### src/design/sac_pkg.sv
// sac_pkg: shared types, widths and constants of the signal activity checker
// no dependencies; imported by sac_run, sac_result and signal_activity_checker_top
`default_nettype none

package sac_pkg;

	localparam int unsigned MEAN_COUNT   = 1000;
	localparam int unsigned WINDOW_COUNT = 8000;
	localparam int unsigned CHANNELS_DEF = 16;
	localparam int unsigned SAMPLE_BITS  = 12;

	localparam int unsigned OP_W  = 2;
	localparam int unsigned CH_W  = 4;
	localparam int unsigned SMP_W = 12;
	localparam int unsigned ACC_W = 25;
	localparam int unsigned CNT_W = 13;
	localparam int unsigned LEN_W = CNT_W + 1;

	localparam logic [SMP_W-1:0] SMP_MAX  = {SMP_W{1'b1}};
	localparam logic [SMP_W-1:0] SMP_MASK = (SAMPLE_BITS >= SMP_W) ? {SMP_W{1'b1}} :
		SMP_W'((1 << SAMPLE_BITS) - 1);
	localparam logic [ACC_W-1:0] ACC_MAX  = {ACC_W{1'b1}};

	localparam logic [LEN_W-1:0] MEAN_LEN   = LEN_W'(MEAN_COUNT);
	localparam logic [LEN_W-1:0] WINDOW_LEN = LEN_W'(WINDOW_COUNT);

	// floor(acc / MEAN_COUNT) as (acc * RECIP) >> DIV_SHIFT, exact over the accumulator range
	localparam int unsigned DIV_L      = $clog2(MEAN_COUNT);
	localparam int unsigned DIV_SHIFT  = ACC_W + DIV_L;
	localparam int unsigned RECIP_W    = ACC_W + 1;
	localparam logic [63:0] RECIP_FULL =
		((64'd1 << DIV_SHIFT) + 64'(MEAN_COUNT) - 64'd1) / 64'(MEAN_COUNT);
	localparam logic [RECIP_W-1:0] RECIP = RECIP_FULL[RECIP_W-1:0];
	localparam int unsigned PROD_W = ACC_W + RECIP_W;
	localparam int unsigned QUO_W  = PROD_W - DIV_SHIFT;

	typedef enum logic [OP_W-1:0] {
		PH_MEAN    = 2'd0,
		PH_STATIC  = 2'd1,
		PH_DYNAMIC = 2'd2
	} phase_t;

	// opcode with no phase; such items are taken and dropped
	localparam logic [OP_W-1:0] OP_UNUSED = 2'd3;

	typedef struct packed {
		logic [OP_W-1:0]  opcode;
		logic [CH_W-1:0]  channel;
		logic [SMP_W-1:0] sample;
	} sample_t;

	typedef struct packed {
		logic [OP_W-1:0]  phase_done;
		logic [CH_W-1:0]  channel_done;
		logic [SMP_W-1:0] level_mean;
		logic [SMP_W-1:0] run_minimum;
		logic [SMP_W-1:0] run_maximum;
		logic [ACC_W-1:0] deviation_sum;
		logic             activity_fail;
	} result_t;

	// completed run handed from the run stage to the result stages
	typedef struct packed {
		logic [OP_W-1:0]  phase;
		logic [CH_W-1:0]  channel;
		logic [SMP_W-1:0] low;
		logic [SMP_W-1:0] high;
		logic [ACC_W-1:0] sum;
		logic [SMP_W-1:0] mean;
		logic [ACC_W-1:0] static_sum;
	} done_t;

	// write-back to the per-channel stores
	typedef struct packed {
		logic             mean_we;
		logic             static_we;
		logic [CH_W-1:0]  channel;
		logic [SMP_W-1:0] mean;
		logic [ACC_W-1:0] sum;
	} wb_t;

endpackage

`default_nettype wire

### src/design/sac_store.sv
// sac_store: per-channel store with registered synchronous read and valid bits
// unwritten entries read as zero; write-first bypass and update of the held read
`default_nettype none

module sac_store #(
	parameter int unsigned WIDTH  = 12,
	parameter int unsigned DEPTH  = 16,
	parameter int unsigned ADDR_W = 4
) (
	input  logic              clk,
	input  logic              arst_n,
	input  logic              rd_en,
	input  logic [ADDR_W-1:0] rd_addr,
	input  logic [ADDR_W-1:0] hold_addr,
	input  logic              wr_en,
	input  logic [ADDR_W-1:0] wr_addr,
	input  logic [WIDTH-1:0]  wr_data,
	output logic [WIDTH-1:0]  rd_data
);

	logic [WIDTH-1:0] mem [DEPTH];
	logic [DEPTH-1:0] vld_q;
	logic [WIDTH-1:0] rd_q;

	always_ff @(posedge clk) begin
		if (wr_en) begin
			mem[wr_addr] <= wr_data;
		end
	end

	always_ff @(posedge clk or negedge arst_n) begin
		if (!arst_n) begin
			vld_q <= '0;
		end else if (wr_en) begin
			vld_q[wr_addr] <= 1'b1;
		end
	end

	// the held read follows a write to its entry so the consumer never sees stale data
	always_ff @(posedge clk) begin
		if (rd_en) begin
			if (wr_en && wr_addr == rd_addr) begin
				rd_q <= wr_data;
			end else if (vld_q[rd_addr]) begin
				rd_q <= mem[rd_addr];
			end else begin
				rd_q <= '0;
			end
		end else if (wr_en && wr_addr == hold_addr) begin
			rd_q <= wr_data;
		end
	end

	assign rd_data = rd_q;

endmodule

`default_nettype wire

### src/design/sac_run.sv
// sac_run: first stage register and the running run state (count, min, max, sum)
// depends on sac_pkg; operands come from the two sac_store instances
`default_nettype none

module sac_run (
	input  logic                      clk,
	input  logic                      arst_n,
	input  logic                      load,
	input  sac_pkg::sample_t          item,
	input  logic                      go,
	input  logic [sac_pkg::SMP_W-1:0] mean_rd,
	input  logic [sac_pkg::ACC_W-1:0] static_rd,
	output logic                      valid_s1,
	output logic [sac_pkg::CH_W-1:0]  channel_s1,
	output logic                      complete,
	output sac_pkg::done_t            done
);

	import sac_pkg::*;

	logic [OP_W-1:0]  opcode_s1;
	logic [SMP_W-1:0] sample_s1;

	logic [OP_W-1:0]  run_phase_q;
	logic [CH_W-1:0]  run_channel_q;
	logic [CNT_W-1:0] run_count_q;
	logic [SMP_W-1:0] run_low_q;
	logic [SMP_W-1:0] run_high_q;
	logic [ACC_W-1:0] run_acc_q;

	logic             new_run;
	logic             is_mean;
	logic [CNT_W-1:0] cnt_b;
	logic [SMP_W-1:0] low_b;
	logic [SMP_W-1:0] high_b;
	logic [ACC_W-1:0] acc_b;
	logic [SMP_W-1:0] smp;
	logic [SMP_W-1:0] dev;
	logic [SMP_W-1:0] add_val;
	logic [ACC_W:0]   sum_w;
	logic [ACC_W-1:0] acc_n;
	logic [CNT_W-1:0] cnt_n;
	logic [SMP_W-1:0] low_n;
	logic [SMP_W-1:0] high_n;
	logic [LEN_W-1:0] len;

	always_comb begin
		new_run = (opcode_s1 != run_phase_q) || (channel_s1 != run_channel_q);
		is_mean = (opcode_s1 == PH_MEAN);
		cnt_b   = new_run ? '0 : run_count_q;
		low_b   = new_run ? SMP_MAX : run_low_q;
		high_b  = new_run ? '0 : run_high_q;
		acc_b   = new_run ? '0 : run_acc_q;
		smp     = sample_s1 & SMP_MASK;
		dev     = (smp > mean_rd) ? (smp - mean_rd) : (mean_rd - smp);
		add_val = is_mean ? smp : dev;
		sum_w   = {1'b0, acc_b} + {{(ACC_W + 1 - SMP_W){1'b0}}, add_val};
		acc_n   = sum_w[ACC_W] ? ACC_MAX : sum_w[ACC_W-1:0];
		cnt_n   = cnt_b + CNT_W'(1);
		low_n   = (!is_mean && smp < low_b) ? smp : low_b;
		high_n  = (!is_mean && smp > high_b) ? smp : high_b;
		len     = is_mean ? MEAN_LEN : WINDOW_LEN;
		complete = valid_s1 && ({1'b0, cnt_n} >= len);
	end

	always_comb begin
		done.phase      = opcode_s1;
		done.channel    = channel_s1;
		done.low        = low_n;
		done.high       = high_n;
		done.sum        = acc_n;
		done.mean       = mean_rd;
		done.static_sum = static_rd;
	end

	always_ff @(posedge clk or negedge arst_n) begin
		if (!arst_n) begin
			valid_s1 <= 1'b0;
		end else if (load) begin
			valid_s1 <= 1'b1;
		end else if (go) begin
			valid_s1 <= 1'b0;
		end
	end

	always_ff @(posedge clk) begin
		if (load) begin
			opcode_s1  <= item.opcode;
			channel_s1 <= item.channel;
			sample_s1  <= item.sample;
		end
	end

	always_ff @(posedge clk or negedge arst_n) begin
		if (!arst_n) begin
			run_phase_q   <= '0;
			run_channel_q <= '0;
			run_count_q   <= '0;
			run_low_q     <= SMP_MAX;
			run_high_q    <= '0;
			run_acc_q     <= '0;
		end else if (go) begin
			run_phase_q   <= opcode_s1;
			run_channel_q <= channel_s1;
			if (complete) begin
				run_count_q <= '0;
				run_low_q   <= SMP_MAX;
				run_high_q  <= '0;
				run_acc_q   <= '0;
			end else begin
				run_count_q <= cnt_n;
				run_low_q   <= low_n;
				run_high_q  <= high_n;
				run_acc_q   <= acc_n;
			end
		end
	end

endmodule

`default_nettype wire

### src/design/sac_result.sv
// sac_result: completed runs -> mean division, activity compare, output register
// depends on sac_pkg; drives the store write-back at the output handshake
`default_nettype none

module sac_result (
	input  logic                      clk,
	input  logic                      arst_n,
	input  logic                      push,
	input  sac_pkg::done_t            done,
	input  logic [sac_pkg::ACC_W-1:0] margin,
	input  logic                      stall,
	output logic                      s2_free,
	output logic                      wpend,
	output logic                      res_valid,
	output sac_pkg::result_t          res_data,
	output sac_pkg::wb_t              wb
);

	import sac_pkg::*;

	logic             valid_s2;
	done_t            done_s2;
	logic             s2_move;
	logic             s3_free;
	logic [PROD_W-1:0] prod_w;
	logic             ok_s2;
	logic             fail_w;

	logic              valid_s3;
	logic [OP_W-1:0]   phase_s3;
	logic [CH_W-1:0]   channel_s3;
	logic [SMP_W-1:0]  low_s3;
	logic [SMP_W-1:0]  high_s3;
	logic [ACC_W-1:0]  sum_s3;
	logic [SMP_W-1:0]  mean_s3;
	logic [PROD_W-1:0] prod_s3;
	logic              fail_s3;

	logic [QUO_W-1:0] quo;
	logic [SMP_W-1:0] mean_new;
	logic             is_mean_s3;
	logic             fire;

	assign s3_free = !valid_s3 || !stall;
	assign s2_move = valid_s2 && s3_free;
	assign s2_free = !valid_s2 || s2_move;

	// mean and static results rewrite a store; the run stage waits until they land
	assign wpend = (valid_s2 && done_s2.phase != PH_DYNAMIC) ||
		(valid_s3 && phase_s3 != PH_DYNAMIC);

	always_comb begin
		prod_w = PROD_W'(done_s2.sum) * PROD_W'(RECIP);
		ok_s2  = (done_s2.sum > done_s2.static_sum) &&
			((done_s2.sum - done_s2.static_sum) > margin);
		fail_w = (done_s2.phase == PH_DYNAMIC) && !ok_s2;
	end

	always_ff @(posedge clk or negedge arst_n) begin
		if (!arst_n) begin
			valid_s2 <= 1'b0;
		end else if (push) begin
			valid_s2 <= 1'b1;
		end else if (s2_move) begin
			valid_s2 <= 1'b0;
		end
	end

	always_ff @(posedge clk) begin
		if (push) begin
			done_s2 <= done;
		end
	end

	always_ff @(posedge clk or negedge arst_n) begin
		if (!arst_n) begin
			valid_s3 <= 1'b0;
		end else begin
			valid_s3 <= s2_move || (valid_s3 && stall);
		end
	end

	always_ff @(posedge clk) begin
		if (s2_move) begin
			phase_s3   <= done_s2.phase;
			channel_s3 <= done_s2.channel;
			low_s3     <= done_s2.low;
			high_s3    <= done_s2.high;
			sum_s3     <= done_s2.sum;
			mean_s3    <= done_s2.mean;
			prod_s3    <= prod_w;
			fail_s3    <= fail_w;
		end
	end

	always_comb begin
		quo        = prod_s3[PROD_W-1:DIV_SHIFT];
		mean_new   = (quo > QUO_W'(SMP_MAX)) ? SMP_MAX : quo[SMP_W-1:0];
		is_mean_s3 = (phase_s3 == PH_MEAN);
		fire       = valid_s3 && !stall;

		res_data.phase_done    = phase_s3;
		res_data.channel_done  = channel_s3;
		res_data.level_mean    = is_mean_s3 ? mean_new : mean_s3;
		res_data.run_minimum   = is_mean_s3 ? '0 : low_s3;
		res_data.run_maximum   = is_mean_s3 ? '0 : high_s3;
		res_data.deviation_sum = is_mean_s3 ? '0 : sum_s3;
		res_data.activity_fail = fail_s3;

		wb.mean_we   = fire && is_mean_s3;
		wb.static_we = fire && (phase_s3 == PH_STATIC);
		wb.channel   = channel_s3;
		wb.mean      = mean_new;
		wb.sum       = sum_s3;
	end

	assign res_valid = valid_s3;

endmodule

`default_nettype wire

### src/design/signal_activity_checker_top.sv
// signal_activity_checker_top: channel handshakes, margin register and the stage wiring
// depends on sac_pkg, sac_store, sac_run and sac_result
`default_nettype none

// Samples are taken one per cycle while smp_stall is low. An accepted sample is held in
// the first stage register until it updates the run; a run that completes passes through
// the result stage into the output register, where it is held until taken.
// The per-channel mean and static sum live in two small synchronous stores, read when
// a sample is accepted. When a mean or static run completes, intake pauses until its
// result is taken and written back to the store; a stalled output prolongs the pause.
// Dynamic runs do not wait for a store write-back. Items with opcode three or a channel
// at or above CHANNELS are taken and dropped. The stores need no clearing pass: entries
// never written read as zero from reset.
module signal_activity_checker_top #(
	parameter int unsigned CHANNELS = sac_pkg::CHANNELS_DEF
) (
	input  logic                      clk,
	input  logic                      arst_n,
	input  logic                      smp_valid,
	output logic                      smp_stall,
	input  sac_pkg::sample_t          smp_data,
	output logic                      res_valid,
	input  logic                      res_stall,
	output sac_pkg::result_t          res_data,
	input  logic                      margin_we,
	input  logic [sac_pkg::ACC_W-1:0] margin_wdata
);

	import sac_pkg::*;

	localparam int unsigned ADDR_W = (CHANNELS > 1) ? $clog2(CHANNELS) : 1;

	logic [ACC_W-1:0] margin_q;
	logic             accept;
	logic             item_ok;
	logic             load;
	logic             s1_go;
	logic             valid_s1;
	logic [CH_W-1:0]  channel_s1;
	logic             complete;
	done_t            done;
	logic             s2_free;
	logic             wpend;
	wb_t              wb;
	logic [SMP_W-1:0] mean_rd;
	logic [ACC_W-1:0] static_rd;

	always_ff @(posedge clk or negedge arst_n) begin
		if (!arst_n) begin
			margin_q <= '0;
		end else if (margin_we) begin
			margin_q <= margin_wdata;
		end
	end

	assign item_ok   = (smp_data.opcode != OP_UNUSED) &&
		(32'(smp_data.channel) < 32'(CHANNELS));
	assign s1_go     = valid_s1 && s2_free && !wpend;
	assign smp_stall = valid_s1 && !s1_go;
	assign accept    = smp_valid && !smp_stall;
	assign load      = accept && item_ok;

	sac_store #(
		.WIDTH  (SMP_W),
		.DEPTH  (CHANNELS),
		.ADDR_W (ADDR_W)
	) u_mean_store (
		.clk       (clk),
		.arst_n    (arst_n),
		.rd_en     (load),
		.rd_addr   (ADDR_W'(smp_data.channel)),
		.hold_addr (ADDR_W'(channel_s1)),
		.wr_en     (wb.mean_we),
		.wr_addr   (ADDR_W'(wb.channel)),
		.wr_data   (wb.mean),
		.rd_data   (mean_rd)
	);

	sac_store #(
		.WIDTH  (ACC_W),
		.DEPTH  (CHANNELS),
		.ADDR_W (ADDR_W)
	) u_static_store (
		.clk       (clk),
		.arst_n    (arst_n),
		.rd_en     (load),
		.rd_addr   (ADDR_W'(smp_data.channel)),
		.hold_addr (ADDR_W'(channel_s1)),
		.wr_en     (wb.static_we),
		.wr_addr   (ADDR_W'(wb.channel)),
		.wr_data   (wb.sum),
		.rd_data   (static_rd)
	);

	sac_run u_run (
		.clk        (clk),
		.arst_n     (arst_n),
		.load       (load),
		.item       (smp_data),
		.go         (s1_go),
		.mean_rd    (mean_rd),
		.static_rd  (static_rd),
		.valid_s1   (valid_s1),
		.channel_s1 (channel_s1),
		.complete   (complete),
		.done       (done)
	);

	sac_result u_result (
		.clk       (clk),
		.arst_n    (arst_n),
		.push      (s1_go && complete),
		.done      (done),
		.margin    (margin_q),
		.stall     (res_stall),
		.s2_free   (s2_free),
		.wpend     (wpend),
		.res_valid (res_valid),
		.res_data  (res_data),
		.wb        (wb)
	);

	// a store write-back and a run update never share an edge
	assert property (@(posedge clk) disable iff (!arst_n)
		(wb.mean_we || wb.static_we) |-> !s1_go)
		else $error("store write-back overlaps run update");

	assert property (@(posedge clk) disable iff (!arst_n)
		(res_valid && res_data.phase_done == PH_MEAN) |->
		(res_data.run_minimum == '0 && res_data.run_maximum == '0 &&
		res_data.deviation_sum == '0 && !res_data.activity_fail))
		else $error("mean result carries window fields");

	assert property (@(posedge clk) disable iff (!arst_n)
		(res_valid && res_data.activity_fail) |-> (res_data.phase_done == PH_DYNAMIC))
		else $error("activity fail on a non-dynamic run");

	assert property (@(posedge clk) disable iff (!arst_n)
		(res_valid && res_data.phase_done != PH_MEAN) |->
		(res_data.run_minimum <= res_data.run_maximum))
		else $error("window minimum above maximum");

endmodule

`default_nettype wire
### config.mk
export PLATFORM = sky130hd
export DESIGN_NAME = signal_activity_checker_top
export DESIGN_NICKNAME = d
export VERILOG_FILES = /design/src/design/sac_pkg.sv /design/src/design/sac_store.sv /design/src/design/sac_run.sv /design/src/design/sac_result.sv /design/src/design/signal_activity_checker_top.sv
export SDC_FILE = /design/constraint.sdc
export NUM_CORES = 2
export LEC_CHECK = 0
export ABC_AREA = 1
export BUFFER_PORTS_ARGS = -buffer_cell sky130_fd_sc_hd__clkbuf_2
export CAP_MARGIN = 20
export CORE_MARGIN = 2
export CORE_UTILIZATION = 35
export CTS_BUF_LIST = sky130_fd_sc_hd__clkbuf_16
export DETAILED_ROUTE_END_ITERATION = 16
export GPL_ROUTABILITY_DRIVEN = 0
export HOLD_SLACK_MARGIN = 0.15
export MAX_ROUTING_LAYER = met4
export PLACE_DENSITY = 0.52
export SETUP_SLACK_MARGIN = 0.4
export SLEW_MARGIN = 40
export SYNTH_ARGS = -nofsm -noshare
export SYNTH_HDL_FRONTEND = slang
export SYNTH_HIERARCHICAL = 1
export SYNTH_SLANG_ARGS = --single-unit
### constraint.sdc
create_clock -name clk -period 25.4 [get_ports clk]
set_clock_uncertainty 0.15 [all_clocks]
set_input_delay 2.54 -clock clk [delete_from_list [all_inputs] [get_ports clk]]
set_output_delay 2.54 -clock clk [all_outputs]
set_load 0.01 [all_outputs]
# After elaboration in Yosys (flattened, before gate mapping)
# Memory sizes are Yosys's and may differ from the RTL's.
# Index checks and enable logic that the tools add are counted.
[classes] add_sub_neg=5 bitwise_logic=2 n_mul=1 eq_ne=9 order_cmp=10 n_reduce_logical=42 muxes=41
[op_table] op="2-to-1 mux 25 bit" n=8
[op_table] op="2-to-1 mux 12 bit" n=16
[op_table] op="multiplier 25 x 26 -> 51 bit, second input constant" n=1
[op_table] op="greater-than comparator 25 bit" n=2
[op_table] op="2-to-1 mux 13 bit" n=3
[op_table] op="bitwise OR 16 bit" n=2
[op_table] op="adder 25 x 12 -> 26 bit" n=1
[op_table] op="subtractor 25 bit" n=1
[op_table] op="greater-than comparator 12 bit" n=2
[op_table] op="subtractor 12 bit" n=2
[op_table] op="logical AND 1 bit" n=23
[op_table] op="greater-than comparator 16 x 12 -> 1 bit, second input constant" n=1
[op_table] op=">= comparator 13 x 14 -> 1 bit" n=1
[op_table] op="adder 13 x 1 -> 13 bit, second input constant" n=1
[op_table] op="less-than comparator 12 bit" n=1
[op_table] op="2-to-1 mux 1 bit" n=11
[op_table] op="less-than comparator 4 x 5 -> 1 bit, second input constant" n=2
[op_table] op="binary-select mux 1 bit (select 4 bit)" n=2
[op_table] op="== test 4 bit" n=2
[op_table] op="zero test 1 bit" n=8
[op_table] op="nonzero test 2 bit" n=4
[op_table] op="inequality test 2 bit, second input constant" n=3
[op_table] op="logical OR 1 bit" n=5
[op_table] op="demux 1 bit (select 4 bit)" n=1
[op_table] op="6 further kinds" n=7
[word_totals] word_cells=144 mem_count=2 reg_bits=394 ramBits=592
[mem_list] memory="u_static_store.mem" words=16 width=25 rd=1 rd_ports_with_merged_regs=0 write_ports=1 line="sac_store.sv:21" source="logic [WIDTH-1:0] mem [DEPTH];"
[mem_list] memory="u_mean_store.mem" words=16 width=12 rd=1 rd_ports_with_merged_regs=0 write_ports=1 line="sac_store.sv:21"

# Depth between registers and ports, before layout
[logic_depth] depth_word=12 ltp_mapped=37 ltp_nobuf=33

# Modules after synthesis
# The synthesis kept the hierarchy.
[by_module_without_submodules] module="sac_result" area_per_inst_um2=19959.1 instances=1 seq_area_each_um2=5335.1 cells_each=2320
[by_module_without_submodules] module="sac_store at u_static_store" area_per_inst_um2=18766.7 instances=1 seq_area_each_um2=13162.6 cells_each=1719
[by_module_without_submodules] module="sac_store at u_mean_store" area_per_inst_um2=9599.2 instances=1 seq_area_each_um2=6526.3 cells_each=919
[by_module_without_submodules] module="sac_run" area_per_inst_um2=7488.4 instances=1 seq_area_each_um2=2282.2 cells_each=1096
[by_module_without_submodules] module="signal_activity_checker_top" area_per_inst_um2=1009.7 instances=1 seq_area_each_um2=625.6 cells_each=115

# Least setup slack after synthesis
# OpenSTA, ideal clock, no wires.
[synth_timing] path_kind="flip-flop to flip-flop" startpoint="reg u_run/channel_s1[0] in the netlist's numbering" endpoint="reg u_result/done_s2[0] in the netlist's numbering (enable)" path_buffers=4 arrival_ps=10188 path_slack_ps=14404 stages_incl_launch_ff=33 setup_ps=658 path_cell_list="edfxtp_1 -> xnor2_1 -> nand2_1 -> nor2_2 -> nand2_1 -> buf_2 -> buf_1 -> clkbuf_1 -> nor2_1 -> ha_1 -> nand2_1 -> inv_1 -> nand3_1 -> inv_1 -> nand3_1 -> nor2_1 -> nand2_1 -> nor3_1 -> xor2_1 -> inv_1 -> ha_1 -> nand2_1 -> inv_1 -> nand2_1 -> nand3b_1 -> nor2_1 -> nand2_1 -> nand2_1 -> nand2_2 -> buf_4 -> inv_1 -> inv_1 -> nor3_1"
[synth_between] elab_chain_len=7
[synth_lines] item="from (decl)" line="sac_run.sv:14" source="output logic [sac_pkg::CH_W-1:0] channel_s1,"
[synth_lines] item="from (signal assigned)" line="sac_run.sv:89" source="channel_s1 <= item.channel;"
[synth_lines] item="inequality test 4 bit" line="sac_run.sv:48" source="new_run = (opcode_s1 != run_phase_q) || (channel_s1 != run_channel_q);"
[synth_lines] item="logical OR 1 bit" line="sac_run.sv:48"
[synth_lines] item="2-to-1 mux 13 bit" line="sac_run.sv:50" source="cnt_b = new_run ? '0 : run_count_q;"
[synth_lines] item="adder 13 x 1 -> 13 bit" line="sac_run.sv:59" source="cnt_n = cnt_b + CNT_W'(1);"
[synth_lines] item=">= comparator 13 x 14 -> 1 bit" line="sac_run.sv:63" source="complete = valid_s1 && ({1'b0, cnt_n} >= len);"
[synth_lines] item="logical AND 1 bit" line="sac_run.sv:63"
[synth_lines] item="via complete" line="signal_activity_checker_top.sv:40" source="logic complete;"
[synth_lines] item="logical AND 1 bit" line="signal_activity_checker_top.sv:112" source=".push (s1_go && complete),"
[synth_lines] item="to (signal assigned)" line="sac_result.sv:71" source="done_s2 <= done;"
[synth_lines] item="to (decl)" line="sac_result.sv:22" source="done_t done_s2;"
# The timed path passes the listed nets, and every way through them passes these cells.
# A chain may end at the register's enable or synchronous reset.

# Worst setup path after layout
[layout_timing] startpoint="reg u_result/done_s2[50] in the netlist's numbering" endpoint="reg u_result.prod_s3[37], data pin"
[layout_between] elab_chain_len=1
[layout_lines] item="multiplier 25 x 26 -> 51 bit" line="sac_result.sv:53" source="prod_w = PROD_W'(done_s2.sum) * PROD_W'(RECIP);"
[layout_lines] item="via u_result.prod_w[37]" line="sac_result.sv:25" source="logic [PROD_W-1:0] prod_w;"
[layout_lines] item="to (signal assigned)" line="sac_result.sv:91" source="prod_s3 <= prod_w;"
[layout_lines] item="to (decl)" line="sac_result.sv:36" source="logic [PROD_W-1:0] prod_s3;"
# The timed path passes the listed nets, and every way through them passes these cells.

==> results.env <==
RUN_STATUS='complete, no violations'
FMAXACHIEVABLE_GHz=0.156
DRC_ERRORS=0
PLACE_AREA_UM2=59500
TOTAL_NET_SWITCHING_POWER_uW=855
CTS_TREE='built'
NUMBER_OF_DRC_MARKERS_AFTER_THE_INITIAL_DETAILED_ROUTE_ITERATION=3452
DP_HPWL_UM=115000
POWER-PER-CELL-AREA_nW_PER_UM2=55.6
GLOBALROUTE.TOTALOVERFLOW=0
POWER.SHARE.COMBINATIONAL_PCT=7.1
GRT_ANTENNA_BEFORE_REPAIR=5
FINAL_HOLD_VIOLATION_COUNT=0
SWITCHING_SHARE_PCT=24.4
RSZ0062_AT_GRT='false'
WORSTSETUPSTARTPOINTTYPE='register'
SYNTH-ASYNC-RESET-RATIO_PCT=13.5
POST_CTS_RESIZE_COUNT=0
FINISH.NET_COUNT=6874
LAYOUT-AREA-OVERHEAD-VS-SYNTH_PCT=10.9
GRT_PASS1_WL_UM=251000
MAX_SLEW.WORST_PIN.SLEW_NS=0.880
INSERTION_DELAY_NS=0.76
LEAKAGEPOWER_nW=29.8
POST-ROUTE-PERIOD-UTIL_PCT=25.2
DESIGN.CORE.AREA_UM2=161000
FIRST_PASS_ITERS=7
POST_SYNTH_MAIN_AREA_CONTRIBUTORS='sky130_fd_sc_hd__edfxtp_1, sky130_fd_sc_hd__nand2_1, sky130_fd_sc_hd__ha_1'
ANTENNA_VIOLATING_NETS_POST_ROUTE=0
WORSTSETUPENDPOINTTYPE='register'
SYNTH_CELL_TYPES=56
YS.FLOP_TYPE='sky130_fd_sc_hd__edfxtp_1'
CTS-ROOT-TO-SINK-BUFFERS=3
GLOBAL_ROUTE.USAGE.TOTAL_PCT=20.9
CLOCK_SINKS=951
SEQUENTIAL_ELEMENT_SHARE_OF_THE_SYNTHESIZED_AREA_PCT=49.2
LAYOUT_MIN_CYCLE_TIME_NS=6.40
SETUP_SLACK_AT_PLACEMENT_NS=19.08
SLEW_HEADROOM_PCT=41.3
IOS=118
PATH_CLASS='reg2reg'
CTS.HOLD.BUFFERS_ADDED=0
CELL_AT_THE_ROOT_OF_THE_CLOCK_TREE='sky130_fd_sc_hd__clkbuf_16'
POST-SYNTH-TOP-COUNT-CELL='sky130_fd_sc_hd__nand2_1'
POWER.INTERNAL_mW=2.65
FLOORPLAN.DIE.HEIGHT_UM=407
WORST_SETUP_HOLD_PATH_CLK_SLEW_NS=0.06
POWER_mW=3.50
PORTBUFFERS=117
ROWS=147
VIAS_PER_CELL=4.82
FINALMAXSLEWVIOLATIONS=0
WL_PER_CELL_UM=19.7
POST_ROUTE_CELL_AREA_UM2=63000
MAXCAPVIOLATIONS=0
DIE_WIDTH_UM=407
FINALSETUPTNS_NS=0
YOSYSTOPAREACELL='sky130_fd_sc_hd__edfxtp_1'
SYNTH.NET_COUNT=6793
HTREEDEPTH=3
SHARE_SEQ_OF_TOTAL_POWER_PCT=49.5
LAYOUT.CORE_UTILIZATION_PCT=39.1
CLOCK_POWER_SHARE_PCT=43.4
WORST_IR_DROP_VDD_V=0.0000640
WORST-ENDPOINT-REQUIRED_NS=25.72
POST_CTS_BUFFERS=0
CP_MAX_FO=10
POST_SYNTH_INST_COUNT=6169
SYNTH_AREA_PER_CELL_UM2=9.21
POSTLAYOUTSETUPSLACKWORST_NS=19.00
FINALWIRELENGTH_UM=168000
MAXIMUM_NUMBER_OF_PINS_ON_ONE_NET_BEFORE_GLOBAL_ROUTE_REPAIR=88
SYNTHESIS.YOSYS.WARNINGS=6
DRIVE_GT1_SHARE_PCT=7.97
DIE_AREA_UM2=166000
YS_FF_LATCH=951
MIN_PATH_TYPE='reg2reg'
SYNTHTOPCELLSBYCOUNT='sky130_fd_sc_hd__nand2_1, sky130_fd_sc_hd__inv_1, sky130_fd_sc_hd__edfxtp_1'
TOTAL_CTS_BUFFERS=105
FINALSETUPVIOLCOUNT=0
GRT_PASS1_VIAS=39700
CP_DATA_ARRIVAL_TIME_NS=6.72
VIA_TOTAL_AFTER_DETAILED_ROUTING=41000
SHARE_OF_THE_SYNTHESIZED_AREA_IN_THE_TOP_CELL_TYPE_PCT=43.5
NUMBER_OF_ENABLE_TYPE_REGISTER_CELLS_IN_THE_SYNTHESIZED_NETLIST=823
POST_SYNTHESIS_INSTANCE_AREA_UM2=56800
FLOORPLAN.INITIALDENSITY_PCT=35.3
-- final cells by class --
type	count	area [µm²]
clock inverters	91	779
diodes	1	2.50
repair buffers	207	1370
fillers	15900	97900
multi-input cells	3815	23100
clock buffers	106	2650
well taps	2160	2700
flip-flops and latches	951	27900
inverters	1170	4410
-- flip-flops by register name, indices dropped and copies added (netlist names), 12 cells and up --
| signal | count |
|---|---|
| u_run/run_high_q | 12 |
| u_run/sample_s1 | 12 |
| u_result/done_s2 | 92 |
| u_run/run_low_q | 12 |
| u_result/prod_s3 | 16 |
| u_mean_store/rd_data | 12 |
| u_run/run_count_q | 13 |
| u_result/mean_s3 | 12 |
| margin_q | 25 |
| u_result/low_s3 | 12 |
| u_static_store/mem | 400 |
| u_mean_store/vld_q | 16 |
| u_static_store/rd_data | 25 |
| u_static_store/vld_q | 16 |
| u_result/sum_s3 | 25 |
| u_mean_store/mem | 192 |
| u_run/run_acc_q | 25 |
| u_result/high_s3 | 12 |
-- layer usage --
metal	GRT usage (%)	vias to the layer above	part of all wire, %
met3	2.32	216	5.2
met5	-	-	0
met4	5.81	0	2.5
li1	-	19700	-
met1	28.8	19900	46
met2	32.7	1150	46
-- stage by stage --
stage               hold WS, ns  std cells
floorplan                 0.250       6169
detailed placement        0.257       8302
global route              0.236       8501
CTS                       0.241       8499
finish                    0.249       8501
global placement          0.253       8296
-- power by group through the flow --
stage | sequential (mW) | clock (mW) | combinational [mW]
floorplan | 1.75 | 0 | 0.180
global placement | 1.76 | 0 | 0.243
detailed placement | 1.76 | 0 | 0.246
CTS | 1.73 | 1.56 | 0.247
global route | 1.73 | 1.62 | 0.278
finish | 1.73 | 1.52 | 0.248
-- worst max-delay path: stages, from the launching register on --
cell,delay [ns]
sky130_fd_sc_hd__edfxtp_1,0.69
sky130_fd_sc_hd__ha_1,0.53
sky130_fd_sc_hd__inv_1,0.08
sky130_fd_sc_hd__fa_1,0.50
sky130_fd_sc_hd__inv_1,0.05
sky130_fd_sc_hd__fa_1,0.51
sky130_fd_sc_hd__fa_1,0.48
sky130_fd_sc_hd__fa_1,0.54
sky130_fd_sc_hd__fa_1,0.56
sky130_fd_sc_hd__inv_1,0.06
sky130_fd_sc_hd__fa_1,0.54
sky130_fd_sc_hd__inv_1,0.04
sky130_fd_sc_hd__ha_1,0.31
sky130_fd_sc_hd__nand2_1,0.10
sky130_fd_sc_hd__nor2_1,0.31
sky130_fd_sc_hd__nand2_1,0.18
sky130_fd_sc_hd__nor3_1,0.16
sky130_fd_sc_hd__nand2_1,0.07
sky130_fd_sc_hd__nand2_1,0.08
sky130_fd_sc_hd__nor2_1,0.04
sky130_fd_sc_hd__nand2_1,0.05
sky130_fd_sc_hd__nand2_1,0.06
-- cells by family after synthesis --
kind of cell,after synthesis,synth area share [%]
XOR/XNOR,45,0.694
adder cells (fa/ha/maj),576,15.4
flip-flops,951,49.2
AND/OR/NAND/NOR,2845,20.9
buffers and inverters,1403,10.5
AO/OA/AOI/OAI,348,3.29
multiplexers,1,0.0176
-- path summary, 6_finish.rpt --
check | startpoint | end | slack [ns] | depth (start not counted)
setup / recovery | u_result/done_s2[50] | u_result/prod_s3[37] | 19.00 | 21
hold / removal | u_static_store/rd_data[11] | u_result/done_s2[11] | 0.25 | 0
setup reg to reg | u_result/done_s2[50] | u_result/prod_s3[37] | 19.00 | 21
hold reg to reg | u_static_store/rd_data[11] | u_result/done_s2[11] | 0.25 | 0
max in group asynchronous | arst_n | u_mean_store/vld_q[1] | 22.32 | 3
min in group asynchronous | arst_n | u_run/valid_s1 | 1.71 | 1
-- placed cells by master, fill, tap and decap left out, types with 12 or more instances in the layout --
| cell type | n |
|---|---|
| sky130_fd_sc_hd__a21oi_1 | 142 |
| sky130_fd_sc_hd__buf_4 | 80 |
| sky130_fd_sc_hd__clkbuf_16 | 106 |
| sky130_fd_sc_hd__clkbuf_2 | 112 |
| sky130_fd_sc_hd__clkinv_1 | 32 |
| sky130_fd_sc_hd__clkinv_2 | 19 |
| sky130_fd_sc_hd__dfrtp_1 | 116 |
| sky130_fd_sc_hd__dfstp_2 | 12 |
| sky130_fd_sc_hd__edfxtp_1 | 823 |
| sky130_fd_sc_hd__fa_1 | 208 |
| sky130_fd_sc_hd__ha_1 | 368 |
| sky130_fd_sc_hd__inv_1 | 1168 |
| sky130_fd_sc_hd__inv_2 | 15 |
| sky130_fd_sc_hd__nand2_1 | 1732 |
| sky130_fd_sc_hd__nand2_2 | 17 |
| sky130_fd_sc_hd__nand3_1 | 588 |
| sky130_fd_sc_hd__nand3_2 | 13 |
| sky130_fd_sc_hd__nand4_1 | 31 |
| sky130_fd_sc_hd__nor2_1 | 331 |
| sky130_fd_sc_hd__nor2_2 | 20 |
| sky130_fd_sc_hd__nor2_4 | 27 |
| sky130_fd_sc_hd__nor3_1 | 33 |
| sky130_fd_sc_hd__o21ai_0 | 145 |
| sky130_fd_sc_hd__o21ai_1 | 12 |
| sky130_fd_sc_hd__o21bai_1 | 15 |
| sky130_fd_sc_hd__or2_2 | 28 |
| sky130_fd_sc_hd__xnor2_1 | 16 |
| sky130_fd_sc_hd__xor2_1 | 29 |
Note: power is estimated with default switching activity, not from simulation.
